<file path="src/rtl/mtet_pkg.sv">
package mtet_pkg;

    // Build-time sizing
    localparam int NUM_CHANNELS    = 6;
    localparam int RING_DEPTH      = 8;
    localparam int NUM_OFFSET_REGS = 6;

    // Field widths
    localparam int CH_W       = 3;
    localparam int RAW_W      = 13;
    localparam int RATE_W     = 14;
    localparam int TURN_W     = 16;
    localparam int CONT_W     = 30;
    localparam int ANGLE_W    = 38;
    localparam int DEG_W      = 10;
    localparam int CFG_IDX_W  = 3;
    localparam int CFG_DATA_W = 16;

    // Arithmetic constants
    localparam int JUMP_LIMIT      = 7500;
    localparam int COUNTS_PER_TURN = 8192;
    localparam int TURN_LIMIT      = 32767;
    localparam int DEG_PER_TURN    = 360;

    // Derived memory geometry
    localparam int CH_AW     = (NUM_CHANNELS > 1) ? $clog2(NUM_CHANNELS) : 1;
    localparam int RING_AW   = (RING_DEPTH > 1) ? $clog2(RING_DEPTH) : 1;
    localparam int RING_ENT  = NUM_CHANNELS * RING_DEPTH;
    localparam int RING_MAW  = (RING_ENT > 1) ? $clog2(RING_ENT) : 1;
    localparam int RING_LOG2 = $clog2(RING_DEPTH);

    // Running ring sum: |sum| <= 7500 * RING_DEPTH
    localparam int SUM_W = RATE_W + RING_LOG2;

    // Mean by reciprocal multiply: floor(n / D) = (n * ceil(2^K / D)) >> K,
    // exact for n < 2^MEAN_N with K = MEAN_N + ceil(log2 D)
    localparam int     MEAN_N     = SUM_W - 1;
    localparam int     MEAN_SH    = MEAN_N + RING_LOG2;
    localparam longint MEAN_RECIP = ((64'(1) << MEAN_SH) + RING_DEPTH - 1) / RING_DEPTH;
    localparam int     RECIP_W    = MEAN_N + 2;

    // Per-channel record kept in the channel memory
    typedef struct packed {
        logic signed [SUM_W-1:0]  sum;
        logic                     wrapped;
        logic [RING_AW-1:0]       pos;
        logic signed [TURN_W-1:0] turns;
        logic [RAW_W-1:0]         prev_raw;
    } t_chan_rec;

    localparam int CHAN_REC_W = $bits(t_chan_rec);

    // Sequencer states
    typedef enum logic [2:0] {
        S_IDLE,
        S_CHAN,
        S_RING,
        S_MATH,
        S_DONE
    } t_state;

endpackage

</file>
<file path="src/rtl/multi_turn_encoder_tracker.sv">
// An accepted word passes through S_CHAN, S_RING, S_MATH and S_DONE in series:
// the channel record read, the dependent ring-entry read and the registered
// mean/angle multiplies; S_DONE waits until the output register can load.
// A new word is taken in the cycle the previous result loads the output register.
// Reset (sync, active low) clears control, offsets and per-channel valid bits;
// unwritten channels read as zero, so no clearing pass is needed.
module multi_turn_encoder_tracker (
    input  logic                                  i_clk,
    input  logic                                  i_rst_n,
    // input channel
    input  logic                                  i_in_valid,
    output logic                                  o_in_ready,
    input  logic [mtet_pkg::CH_W-1:0]             i_channel,
    input  logic [mtet_pkg::RAW_W-1:0]            i_raw_angle,
    // result channel
    output logic                                  o_out_valid,
    input  logic                                  i_out_ready,
    output logic signed [mtet_pkg::RATE_W-1:0]    o_step_rate,
    output logic signed [mtet_pkg::RATE_W-1:0]    o_mean_rate,
    output logic signed [mtet_pkg::TURN_W-1:0]    o_turn_count,
    output logic signed [mtet_pkg::CONT_W-1:0]    o_continuous_count,
    output logic signed [mtet_pkg::ANGLE_W-1:0]   o_angle_deg_x8192,
    // configuration write channel
    input  logic                                  i_cfg_valid,
    output logic                                  o_cfg_ready,
    input  logic [mtet_pkg::CFG_IDX_W-1:0]        i_cfg_index,
    input  logic [mtet_pkg::CFG_DATA_W-1:0]       i_cfg_data
);

    localparam int RATE_W  = mtet_pkg::RATE_W;
    localparam int TURN_W  = mtet_pkg::TURN_W;
    localparam int RAW_W   = mtet_pkg::RAW_W;
    localparam int CONT_W  = mtet_pkg::CONT_W;
    localparam int ANGLE_W = mtet_pkg::ANGLE_W;
    localparam int SUM_W   = mtet_pkg::SUM_W;
    localparam int CH_AW   = mtet_pkg::CH_AW;
    localparam int RING_AW = mtet_pkg::RING_AW;
    localparam int RMAW    = mtet_pkg::RING_MAW;
    localparam int MEAN_N  = mtet_pkg::MEAN_N;
    localparam int RECIP_W = mtet_pkg::RECIP_W;
    localparam int DEG_W   = mtet_pkg::DEG_W;

    localparam logic signed [RATE_W:0]    JUMP_HI   = (RATE_W+1)'(mtet_pkg::JUMP_LIMIT);
    localparam logic signed [RATE_W:0]    JUMP_LO   = -JUMP_HI;
    localparam logic signed [RATE_W:0]    TURN_STEP = (RATE_W+1)'(mtet_pkg::COUNTS_PER_TURN);
    localparam logic signed [TURN_W-1:0]  TURN_MAX  = TURN_W'(mtet_pkg::TURN_LIMIT);
    localparam logic signed [TURN_W-1:0]  TURN_MIN  = -TURN_MAX;
    localparam logic signed [mtet_pkg::DEG_W-1:0] DEG =
        mtet_pkg::DEG_W'(mtet_pkg::DEG_PER_TURN);
    localparam logic [RING_AW-1:0]        POS_LAST  = RING_AW'(mtet_pkg::RING_DEPTH - 1);
    localparam logic [RECIP_W-1:0]        RECIP     = RECIP_W'(mtet_pkg::MEAN_RECIP);

    // ---------------------------------------------------------------
    // Control
    mtet_pkg::t_state r_state, n_state;
    logic in_acc;
    logic out_load;
    logic wr_en;

    // Configuration
    logic [RAW_W-1:0] r_zero_offset [mtet_pkg::NUM_OFFSET_REGS];
    logic [mtet_pkg::NUM_CHANNELS-1:0] r_ch_vld;

    // Item context
    logic [CH_AW-1:0] r_ch_idx;
    logic             r_in_range;
    logic             r_rec_vld;
    logic [RAW_W-1:0] r_raw;
    logic [RAW_W-1:0] r_offset;

    // After the channel read
    logic signed [RATE_W-1:0] r_rate;
    logic signed [TURN_W-1:0] r_turns_new;
    logic [RING_AW-1:0]       r_pos;
    logic                     r_wrapped;
    logic signed [SUM_W-1:0]  r_sum_old;
    logic [RMAW-1:0]          r_ring_addr;

    // After the ring read
    logic signed [SUM_W-1:0]  r_sum_new;
    logic signed [CONT_W:0]   r_adiff;
    logic signed [CONT_W-1:0] r_cont;

    // After the multiplies
    logic [MEAN_N+RECIP_W-1:0] r_mean_prod;
    logic                      r_sum_neg;
    logic signed [ANGLE_W-1:0] r_angle;

    // Output register
    logic                      r_out_valid;
    logic signed [RATE_W-1:0]  r_o_rate;
    logic signed [RATE_W-1:0]  r_o_mean;
    logic signed [TURN_W-1:0]  r_o_turns;
    logic signed [CONT_W-1:0]  r_o_cont;
    logic signed [ANGLE_W-1:0] r_o_angle;

    // Memories
    logic [mtet_pkg::CHAN_REC_W-1:0] chan_rdata;
    logic [RATE_W-1:0]               ring_rdata;
    logic [RMAW-1:0]                 ring_addr;
    mtet_pkg::t_chan_rec             rec_rd;
    mtet_pkg::t_chan_rec             rec_wr;

    // ---------------------------------------------------------------
    // Sequencer
    always_comb begin
        n_state    = r_state;
        o_in_ready = 1'b0;
        out_load   = 1'b0;
        wr_en      = 1'b0;
        case (r_state)
            mtet_pkg::S_IDLE: begin
                o_in_ready = 1'b1;
                if (i_in_valid) begin
                    n_state = mtet_pkg::S_CHAN;
                end
            end
            mtet_pkg::S_CHAN: begin
                n_state = mtet_pkg::S_RING;
            end
            mtet_pkg::S_RING: begin
                wr_en   = r_in_range;
                n_state = mtet_pkg::S_MATH;
            end
            mtet_pkg::S_MATH: begin
                n_state = mtet_pkg::S_DONE;
            end
            mtet_pkg::S_DONE: begin
                if (!r_out_valid || i_out_ready) begin
                    out_load   = 1'b1;
                    o_in_ready = 1'b1;
                    n_state    = i_in_valid ? mtet_pkg::S_CHAN : mtet_pkg::S_IDLE;
                end
            end
            default: begin
                n_state = mtet_pkg::S_IDLE;
            end
        endcase
    end

    assign in_acc = i_in_valid && o_in_ready;

    always_ff @(posedge i_clk) begin
        if (!i_rst_n) begin
            r_state <= mtet_pkg::S_IDLE;
        end else begin
            r_state <= n_state;
        end
    end

    // ---------------------------------------------------------------
    // Configuration registers
    assign o_cfg_ready = 1'b1;

    always_ff @(posedge i_clk) begin
        if (!i_rst_n) begin
            for (int k = 0; k < mtet_pkg::NUM_OFFSET_REGS; k++) begin
                r_zero_offset[k] <= '0;
            end
        end else if (i_cfg_valid && (32'(i_cfg_index) < mtet_pkg::NUM_OFFSET_REGS)) begin
            r_zero_offset[i_cfg_index] <= i_cfg_data[RAW_W-1:0];
        end
    end

    // ---------------------------------------------------------------
    // Memories: channel records and rate rings
    mtet_ram #(
        .WIDTH (mtet_pkg::CHAN_REC_W),
        .DEPTH (mtet_pkg::NUM_CHANNELS)
    ) u_chan_ram (
        .i_clk   (i_clk),
        .i_we    (wr_en),
        .i_waddr (r_ch_idx),
        .i_wdata (rec_wr),
        .i_raddr (CH_AW'(i_channel)),
        .o_rdata (chan_rdata)
    );

    // Ring slot is addressed straight from the channel record in S_CHAN
    mtet_ram #(
        .WIDTH (RATE_W),
        .DEPTH (mtet_pkg::RING_ENT)
    ) u_ring_ram (
        .i_clk   (i_clk),
        .i_we    (wr_en),
        .i_waddr (r_ring_addr),
        .i_wdata (r_rate),
        .i_raddr (ring_addr),
        .o_rdata (ring_rdata)
    );

    // Records never written read as zero
    assign rec_rd = r_rec_vld ? mtet_pkg::t_chan_rec'(chan_rdata) : '0;

    // ---------------------------------------------------------------
    // Channel stage: unwrap the jump and update the turn count
    logic signed [RATE_W:0]   diff;
    logic signed [RATE_W:0]   rate_full;
    logic signed [TURN_W-1:0] turns_new;

    always_comb begin
        diff      = $signed({2'b00, r_raw}) - $signed({2'b00, rec_rd.prev_raw});
        rate_full = diff;
        turns_new = rec_rd.turns;
        if (diff < JUMP_LO) begin
            rate_full = diff + TURN_STEP;
            if (rec_rd.turns < TURN_MAX) begin
                turns_new = rec_rd.turns + TURN_W'(1);
            end
        end else if (diff > JUMP_HI) begin
            rate_full = diff - TURN_STEP;
            if (rec_rd.turns > TURN_MIN) begin
                turns_new = rec_rd.turns - TURN_W'(1);
            end
        end
        ring_addr = RMAW'(r_ch_idx) * RMAW'(mtet_pkg::RING_DEPTH) + RMAW'(rec_rd.pos);
    end

    // ---------------------------------------------------------------
    // Ring stage: update running sum, build write-back record
    logic signed [RATE_W-1:0] ring_old;
    logic signed [SUM_W-1:0]  sum_new;
    logic signed [CONT_W-1:0] cont;

    always_comb begin
        ring_old = r_wrapped ? $signed(ring_rdata) : '0;
        sum_new  = r_sum_old - SUM_W'(ring_old) + SUM_W'(r_rate);
        cont     = CONT_W'($signed({r_turns_new, r_raw}));

        rec_wr.prev_raw = r_raw;
        rec_wr.turns    = r_turns_new;
        rec_wr.pos      = (r_pos == POS_LAST) ? '0 : r_pos + RING_AW'(1);
        rec_wr.wrapped  = r_wrapped || (r_pos == POS_LAST);
        rec_wr.sum      = sum_new;
    end

    // ---------------------------------------------------------------
    // Math stage operands
    logic [MEAN_N-1:0]             sum_mag;
    logic signed [CONT_W+DEG_W-1:0] angle_full;

    always_comb begin
        sum_mag    = MEAN_N'(r_sum_new[SUM_W-1] ? -r_sum_new : r_sum_new);
        angle_full = r_adiff * DEG;
    end

    // Final result
    logic [RATE_W-1:0]        mean_q;
    logic signed [RATE_W-1:0] mean_s;

    always_comb begin
        mean_q = RATE_W'(r_mean_prod >> mtet_pkg::MEAN_SH);
        mean_s = r_sum_neg ? -$signed(mean_q) : $signed(mean_q);
    end

    // ---------------------------------------------------------------
    // Datapath registers
    always_ff @(posedge i_clk) begin
        if (in_acc) begin
            r_ch_idx   <= CH_AW'(i_channel);
            r_in_range <= 32'(i_channel) < mtet_pkg::NUM_CHANNELS;
            r_rec_vld  <= (32'(i_channel) < mtet_pkg::NUM_CHANNELS)
                          && r_ch_vld[CH_AW'(i_channel)];
            r_raw      <= i_raw_angle;
            r_offset   <= (32'(i_channel) < mtet_pkg::NUM_OFFSET_REGS)
                          ? r_zero_offset[i_channel] : '0;
        end
        if (r_state == mtet_pkg::S_CHAN) begin
            r_rate      <= rate_full[RATE_W-1:0];
            r_turns_new <= turns_new;
            r_pos       <= rec_rd.pos;
            r_wrapped   <= rec_rd.wrapped;
            r_sum_old   <= rec_rd.sum;
            r_ring_addr <= ring_addr;
        end
        if (r_state == mtet_pkg::S_RING) begin
            r_sum_new <= sum_new;
            r_cont    <= cont;
            r_adiff   <= (CONT_W+1)'(cont) - $signed({{(CONT_W+1-RAW_W){1'b0}}, r_offset});
        end
        if (r_state == mtet_pkg::S_MATH) begin
            r_mean_prod <= (MEAN_N+RECIP_W)'(sum_mag) * (MEAN_N+RECIP_W)'(RECIP);
            r_sum_neg   <= r_sum_new[SUM_W-1];
            r_angle     <= angle_full[ANGLE_W-1:0];
        end
        if (out_load) begin
            r_o_rate  <= r_in_range ? r_rate      : '0;
            r_o_mean  <= r_in_range ? mean_s      : '0;
            r_o_turns <= r_in_range ? r_turns_new : '0;
            r_o_cont  <= r_in_range ? r_cont      : '0;
            r_o_angle <= r_in_range ? r_angle     : '0;
        end
    end

    // Channel valid bits and output valid
    always_ff @(posedge i_clk) begin
        if (!i_rst_n) begin
            r_ch_vld    <= '0;
            r_out_valid <= 1'b0;
        end else begin
            if (wr_en) begin
                r_ch_vld[r_ch_idx] <= 1'b1;
            end
            if (out_load) begin
                r_out_valid <= 1'b1;
            end else if (i_out_ready) begin
                r_out_valid <= 1'b0;
            end
        end
    end

    assign o_out_valid        = r_out_valid;
    assign o_step_rate        = r_o_rate;
    assign o_mean_rate        = r_o_mean;
    assign o_turn_count       = r_o_turns;
    assign o_continuous_count = r_o_cont;
    assign o_angle_deg_x8192  = r_o_angle;

endmodule

</file>
<file path="src/rtl/mtet_ram.sv">
// Simple dual-port RAM, one write port, one registered read port
module mtet_ram #(
    parameter int  WIDTH = 8,
    parameter int  DEPTH = 16,
    localparam int AW    = (DEPTH > 1) ? $clog2(DEPTH) : 1
) (
    input  logic             i_clk,
    input  logic             i_we,
    input  logic [AW-1:0]    i_waddr,
    input  logic [WIDTH-1:0] i_wdata,
    input  logic [AW-1:0]    i_raddr,
    output logic [WIDTH-1:0] o_rdata
);

    logic [WIDTH-1:0] r_mem [DEPTH];
    logic [WIDTH-1:0] r_rdata;

    always_ff @(posedge i_clk) begin
        if (i_we) begin
            r_mem[i_waddr] <= i_wdata;
        end
        r_rdata <= r_mem[i_raddr];
    end

    assign o_rdata = r_rdata;

endmodule

</file>
<file path="config.mk">
export PLATFORM = sky130hd
export DESIGN_NAME = multi_turn_encoder_tracker
export DESIGN_NICKNAME = d
export VERILOG_FILES = /design/src/rtl/mtet_pkg.sv /design/src/rtl/multi_turn_encoder_tracker.sv /design/src/rtl/mtet_ram.sv
export SDC_FILE = /design/constraint.sdc
export NUM_CORES = 2
export LEC_CHECK = 0
export ABC_AREA = 1
export BUFFER_PORTS_ARGS = -buffer_cell sky130_fd_sc_hd__buf_2
export CORE_MARGIN = 5
export CORE_UTILIZATION = 58
export DETAILED_ROUTE_END_ITERATION = 8
export GPL_TIMING_DRIVEN = 0
export PLACE_DENSITY = 0.73
export REMOVE_ABC_BUFFERS = 1
export SYNTH_ARGS = -nofsm -noshare
export SYNTH_HDL_FRONTEND = slang
export SYNTH_SLANG_ARGS = --single-unit
</file>
<file path="constraint.sdc">
create_clock -name i_clk -period 7.2 [get_ports i_clk]
set_input_delay 1.08 -clock i_clk [delete_from_list [all_inputs] [get_ports i_clk]]
set_output_delay 1.08 -clock i_clk [all_outputs]
set_load 0.01 [all_outputs]
</file>
-- After elaboration in Yosys (flattened, before gate mapping)
Memory sizes are Yosys's and may differ from the RTL's. A register that Yosys moved wholly into a read port is not among the register bits.
Cells that the tools add are included.
- register bits after elaboration: 321
- memory bits (writable): 1050
- memories: 3
- $add $sub $neg: 12
- $mul: 1
- $lt $le $gt $ge: 9
- equal/unequal tests: 7
- muxes and demuxes: 34
- bitwise logic cells: 1
- reductions and logical operators: 13
- memory list (name ; depth ; bits a word ; read ports ; clocked after Yosys merged registers in ; write ports ; RTL line ; source):
    u_ring_ram.r_mem ; 48 ; 14 ; 1 ; 1 ; 1 ; mtet_ram.sv:15 ; logic [WIDTH-1:0] r_mem [DEPTH];
    u_chan_ram.r_mem ; 6 ; 50 ; 1 ; 1 ; 1 ; mtet_ram.sv:15 ;
    r_zero_offset ; 6 ; 13 ; 1 ; 1 ; 6 ; multi_turn_encoder_tracker.sv:61 ; logic [RAW_W-1:0] r_zero_offset [mtet_pkg::NUM_OFFSET_REGS];
- operators by type and width (cell ; count):
    16-bit two-way mux ; 5
    14-bit two-way mux ; 3
    30-bit by 7-bit multiplier with 35-bit output (second input constant) ; 1
    32-bit two-way mux ; 1
    29-bit by 14-bit subtractor with 30-bit output ; 1
    13-bit two-way mux ; 2
    17-bit by 14-bit adder with 17-bit output ; 1
    17-bit by 14-bit subtractor with 17-bit output ; 1
    16-bit by 2-bit adder with 16-bit output (second input constant) ; 1
    16-bit > comparator (second input constant) ; 1
    16-bit < comparator (second input constant) ; 1
    16-bit negator ; 1
    16-bit by 2-bit subtractor with 16-bit output (second input constant) ; 1
    1-bit two-way mux ; 15
    3-bit one-hot mux with 5 select lines ; 1
    14-bit adder (second input constant) ; 1
    14-bit > comparator (second input constant) ; 1
    14-bit < comparator (second input constant) ; 1
    13-bit negator with 14-bit output ; 1
    13-bit by 13-bit subtractor with 14-bit output ; 1
    14-bit subtractor (second input constant) ; 1
    13-bit OR reduction ; 1
    3-bit two-way mux ; 4
    3-bit by 4-bit < comparator with 1-bit output (second input constant) ; 2
    18 further kinds ; 28

-- Longest topological paths before layout
- depth in word-level cells: 7
- depth in mapped cells: 22

-- By module
Synthesis repeated with hierarchy kept, for this count alone.
- cell total of the unflattened synthesis: 5806
- area, all modules: 65215.0 um^2
- by module, submodules not included (module ; instances ; cells each ; area an instance (um^2) ; seq. area each (um^2)):
    mtet_ram at u_ring_ram ; 1 ; 2264 ; 27617.7 ; 20459.6
    multi_turn_encoder_tracker ; 1 ; 2571 ; 24880.1 ; 12872.3
    mtet_ram at u_chan_ram ; 1 ; 971 ; 12717.2 ; 10009.6

-- Least setup slack after synthesis
Ideal clock, no wire load.
- path kind: input-to-reg
- from: in i_out_ready
- to: reg r_o_angle[10], in the netlist o_angle_deg_x8192[10], enable pin
- setup time: 0.577 ns
- arrival time: 5.624 ns
- data required time: 6.623 ns
- slack: 0.999 ns
- stages: 2
- path through: nor2_1 > nor2_1
- cells in the longest elaborated chain, start to end: 3
- RTL lines (element ; RTL line ; source):
    start, declared ; multi_turn_encoder_tracker.sv:17 ; input logic i_out_ready,
    1-bit logical OR ; multi_turn_encoder_tracker.sv:129 ; if (!r_out_valid || i_out_ready) begin
    1-bit two-way mux ; multi_turn_encoder_tracker.sv:129 ;
    1-bit two-way mux ; multi_turn_encoder_tracker.sv:111 ; case (r_state)
    via out_load ; multi_turn_encoder_tracker.sv:57 ; logic out_load;
    end signal, assigned ; multi_turn_encoder_tracker.sv:291 ; r_o_angle <= r_in_range ? r_angle : '0;
    end, declared ; multi_turn_encoder_tracker.sv:95 ; logic signed [ANGLE_W-1:0] r_o_angle;
The timed path passes the listed nets, and every way through them passes these cells.
A chain may end at the register's enable or synchronous reset.

-- Worst setup path after layout
- from: reg r_in_range
- to: mem u_ring_ram.r_mem[44][2] in the netlist's numbering, enable pin
- cells in the longest elaborated chain, start to end: 3
- RTL lines (element ; RTL line ; source):
    start, declared ; multi_turn_encoder_tracker.sv:66 ; logic r_in_range;
    start signal, assigned ; multi_turn_encoder_tracker.sv:261 ; r_in_range <= 32'(i_channel) < mtet_pkg::NUM_CHANNELS;
    1-bit two-way mux ; multi_turn_encoder_tracker.sv:111 ;
    1-bit two-way mux ; mtet_ram.sv:19 ; if (i_we) begin
    1-bit two-way mux (not written as such) ; mtet_ram.sv:20 ; r_mem[i_waddr] <= i_wdata;
    end, declared ; mtet_ram.sv:15 ;
Every way passes these cells.

==> results.sh <==
export IMPL_maxCapViolCount=0
export IMPL_seq_power_share=0.463
export IMPL_netlist_instances=5275
export IMPL_design_area_um2=72140
export IMPL_total_power_mw=22.49
export IMPL_die_area_um2=116300
export IMPL_cp_common_cell="nor2_1"
export IMPL_synth_cell_type_count=54
export IMPL_numClockSinks=1468
export IMPL_slew_headroom=0.05103
export IMPL_gp_congestion=0.8860
export IMPL_outcome="complete, no violations"
export IMPL_antenna_found_initial=2
export IMPL_slowest_delay_ns=1.19
export IMPL_finalHoldViolations=0
export IMPL_stdcell_count=6970
export IMPL_multi_input_area_um2=17550
export IMPL_finalSetupViolCount=0
export IMPL_holdCritPathClass="reg2reg"
export IMPL_p_leak_nw=26.92
export IMPL_die_w_um=341.0
export IMPL_grt_first_pass_wirelength_um=229900
export IMPL_placed_cell_area_um2=67280
export IMPL_cts_buffers=145
export IMPL_fp_row_count=121
export IMPL_combinationalPowerShare=0.201
export IMPL_p_per_area_nw_per_um2=311.8
export IMPL_fill_cells=7638
export IMPL_port_buffers=147
export IMPL_hpwl_um=94170
export IMPL_first_global_vias=40200
export IMPL_dp_cells=6704
export IMPL_insertion_delay_ns=0.77
export IMPL_drive_gt1_frac=0.09773
export IMPL_finish_utilization=0.6627
export IMPL_ys_warnings_count=0
export IMPL_worstSetupPathType="reg2reg"
export IMPL_avgSynthCellArea_um2=12.05
export IMPL_peakVddDrop_v=0.0002160
export IMPL_final_max_slew_violation_count=0
export IMPL_finalCriticalPeriod_ns=4.658
export IMPL_cts_hold_buf=0
export IMPL_vias=41370
export IMPL_io_pin_count=155
export IMPL_synthFlopType="edfxtp_1"
export IMPL_cpMaxStageDelayCell="nor2_1"
export IMPL_ys_async_sr_fraction=0
export IMPL_ys_seq_area_frac=0.6820
export IMPL_power_switching_mw=6.551
export IMPL_grt_setup_unrepaired="no"
export IMPL_antenna_cells=0
export IMPL_fin_crit_sh=0.6470
export IMPL_post_cts_setup_buffers=0
export IMPL_drt_pass1_iter_count=6
export IMPL_register_area_um2=43340
export IMPL_end_kind="flip-flop"
export IMPL_synth_edf_count=1394
export IMPL_cp_num_buf_inv=2
export IMPL_start_util=0.5838
export IMPL_p_sw_frac=0.2913
export IMPL_drcViolationCount=0
export IMPL_final_nets=5695
export IMPL_ys_ff_latch=1468
export IMPL_critical_path_top_delay_family="simple AND/OR/NAND/NOR gates"
export IMPL_die_h_um=341.0
export IMPL_cp_arrival_ns=5.03
export IMPL_final_cell_mix="1394 x edfxtp_1, 725 x nand2_1, 660 x nor2_1"
export IMPL_fin_setup_tns_ns=0
export IMPL_netlist_area_um2=63550
export IMPL_root_buffer="clkbuf_16"
export IMPL_required_ns=7.58
export IMPL_syn2layout_area_growth_pct=13.51
export IMPL_final_common_cell="edfxtp_1"
export IMPL_antenna_left=0
export IMPL_cts_max_level=4
export IMPL_path_cells="inv_1 > nor2_1 > inv_1 > nor2_1 > nand3_1 > nor2_1"
export IMPL_clockPowerShare=0.336
export IMPL_fmax_ghz=0.2147
export IMPL_grt_max_degree=128
export IMPL_fin_skew_ns=0.03415
export IMPL_grt_overflow_total=0
export IMPL_drt_iter0_drc=4760
export IMPL_fp_coreArea_um2=108900
export IMPL_crit_path_start_kind="flip-flop"
export IMPL_vias_per_cell=5.936
export IMPL_cts_buffer_depth=3
export IMPL_routed_wl_um=149100
export IMPL_ctsResizeCount=0
export IMPL_power_internal_mw=15.94
export IMPL_max_slew_worst_pin_slew_ns=1.418
export IMPL_routedWlPerCell_um=21.39
export IMPL_cts_tree="yes"
export IMPL_grt_total_usage=0.2545
export IMPL_clk_pin_slew_ns=0.06
export IMPL_cp_max_fo=15
[worst reg2reg max path, stage by stage, from the launching register on]
cell	delay (ns)
edfxtp_1	0.98
inv_1	0.34
nor2_1	0.53
inv_1	0.32
nor2_1	0.36
nand3_1	0.53
nor2_1	1.20
[power by group through the flow]
stage	sequential, mW	combinational (mW)	clock, mW
final	10.4	4.52	7.55
after global routing	10.4	5.05	8.03
after CTS	10.4	4.47	7.64
after detailed placement	10.6	4.44	0
after global placement	10.8	3.99	0
after floorplan	10.6	2.89	0
[synthesized netlist by cell type (all sizes together) (4+ instances only)]
cell type	instances	area, µm²
dfxtp	74	1481
nor3	35	196.4
o31ai	4	30.03
nand3	119	608.1
fa	74	1481
clkinv	4	15.01
o211ai	86	645.6
inv	501	1881
nor2	695	2621
a31oi	7	43.79
a21oi	144	728.2
o21ai	506	2532
o221ai	85	744.5
nand4	55	359.1
buf	46	242.7
a21o	7	52.55
o21a	6	45.04
nor4	6	37.54
xnor2	31	271.5
o21bai	4	30.03
a32o	50	500.5
ha	143	1789
xor2	67	594.3
edfxtp	1394	41860
nand2	738	2803
clkbuf	211	792.0
o22ai	160	1001
or2	7	43.80
[routing by layer]
layer / vias to the layer above / routed length, µm / track usage
met3: 264 / 13710 / 0.04047
met4: 0 / 4079 / 0.07597
met5: - / 0 / 0
met1: 20160 / 62650 / 0.3743
li1: 19030 / - / -
met2: 1912 / 68650 / 0.3988
[metrics by stage]
stage / hold WS, ns / worst slack, ns
global route: 0.4524 / 2.336
global placement: 0.4453 / -9.011
CTS: 0.4388 / 2.555
floorplan: 0.4349 / 0.05363
detailed placement: 0.4542 / 2.629
finish: 0.4822 / 2.542
[sequential cells by signal, summed over array words and instances, names as in the netlist, 16 cells and up]
| name | flops |
|---|---|
| r_sum_new | 17 |
| r_sum_old | 17 |
| r_turns_new | 16 |
| u_chan_ram.o_rdata | 50 |
| u_ring_ram.r_mem | 672 |
| o_angle_deg_x8192 | 35 |
| u_chan_ram.r_mem | 300 |
| o_continuous_count | 29 |
| r_adiff | 30 |
| r_angle | 35 |
| r_cont | 29 |
| o_turn_count | 16 |
| r_zero_offset | 104 |
[path summary, 6_finish.rpt]
kind,startpoint,endpoint,slack (ns),depth (start not counted)
min,r_ch_vld[2],r_ch_vld[2],0.48,2
max reg2reg,r_in_range,u_ring_ram.r_mem[44][2],2.54,6
max,r_in_range,u_ring_ram.r_mem[44][2],2.54,6
min reg2reg,r_ch_vld[2],r_ch_vld[2],0.48,2
[area by class of cell]
| type | instances | share of cell area |
|---|---|---|
| clock inverter | 76 | 0.01275 |
| tap | 1414 | 0.02452 |
| inverter | 505 | 0.02673 |
| sequential | 1468 | 0.6008 |
| timing repair buffer | 245 | 0.03795 |
| clock buffer | 189 | 0.05399 |
| multi-input combinational | 3073 | 0.2433 |
[logic make-up after synthesis]
group,count (synthesis),synth area share
xor+xnor,98,0.01362
compound gates,1068,0.1012
simple gates,1660,0.1055
buf+inv,762,0.04611
fa+ha+maj,217,0.05146
other cells,2,0.0001182
flops,1468,0.6820
No activity file was read; power rests on OpenSTA's default activity.
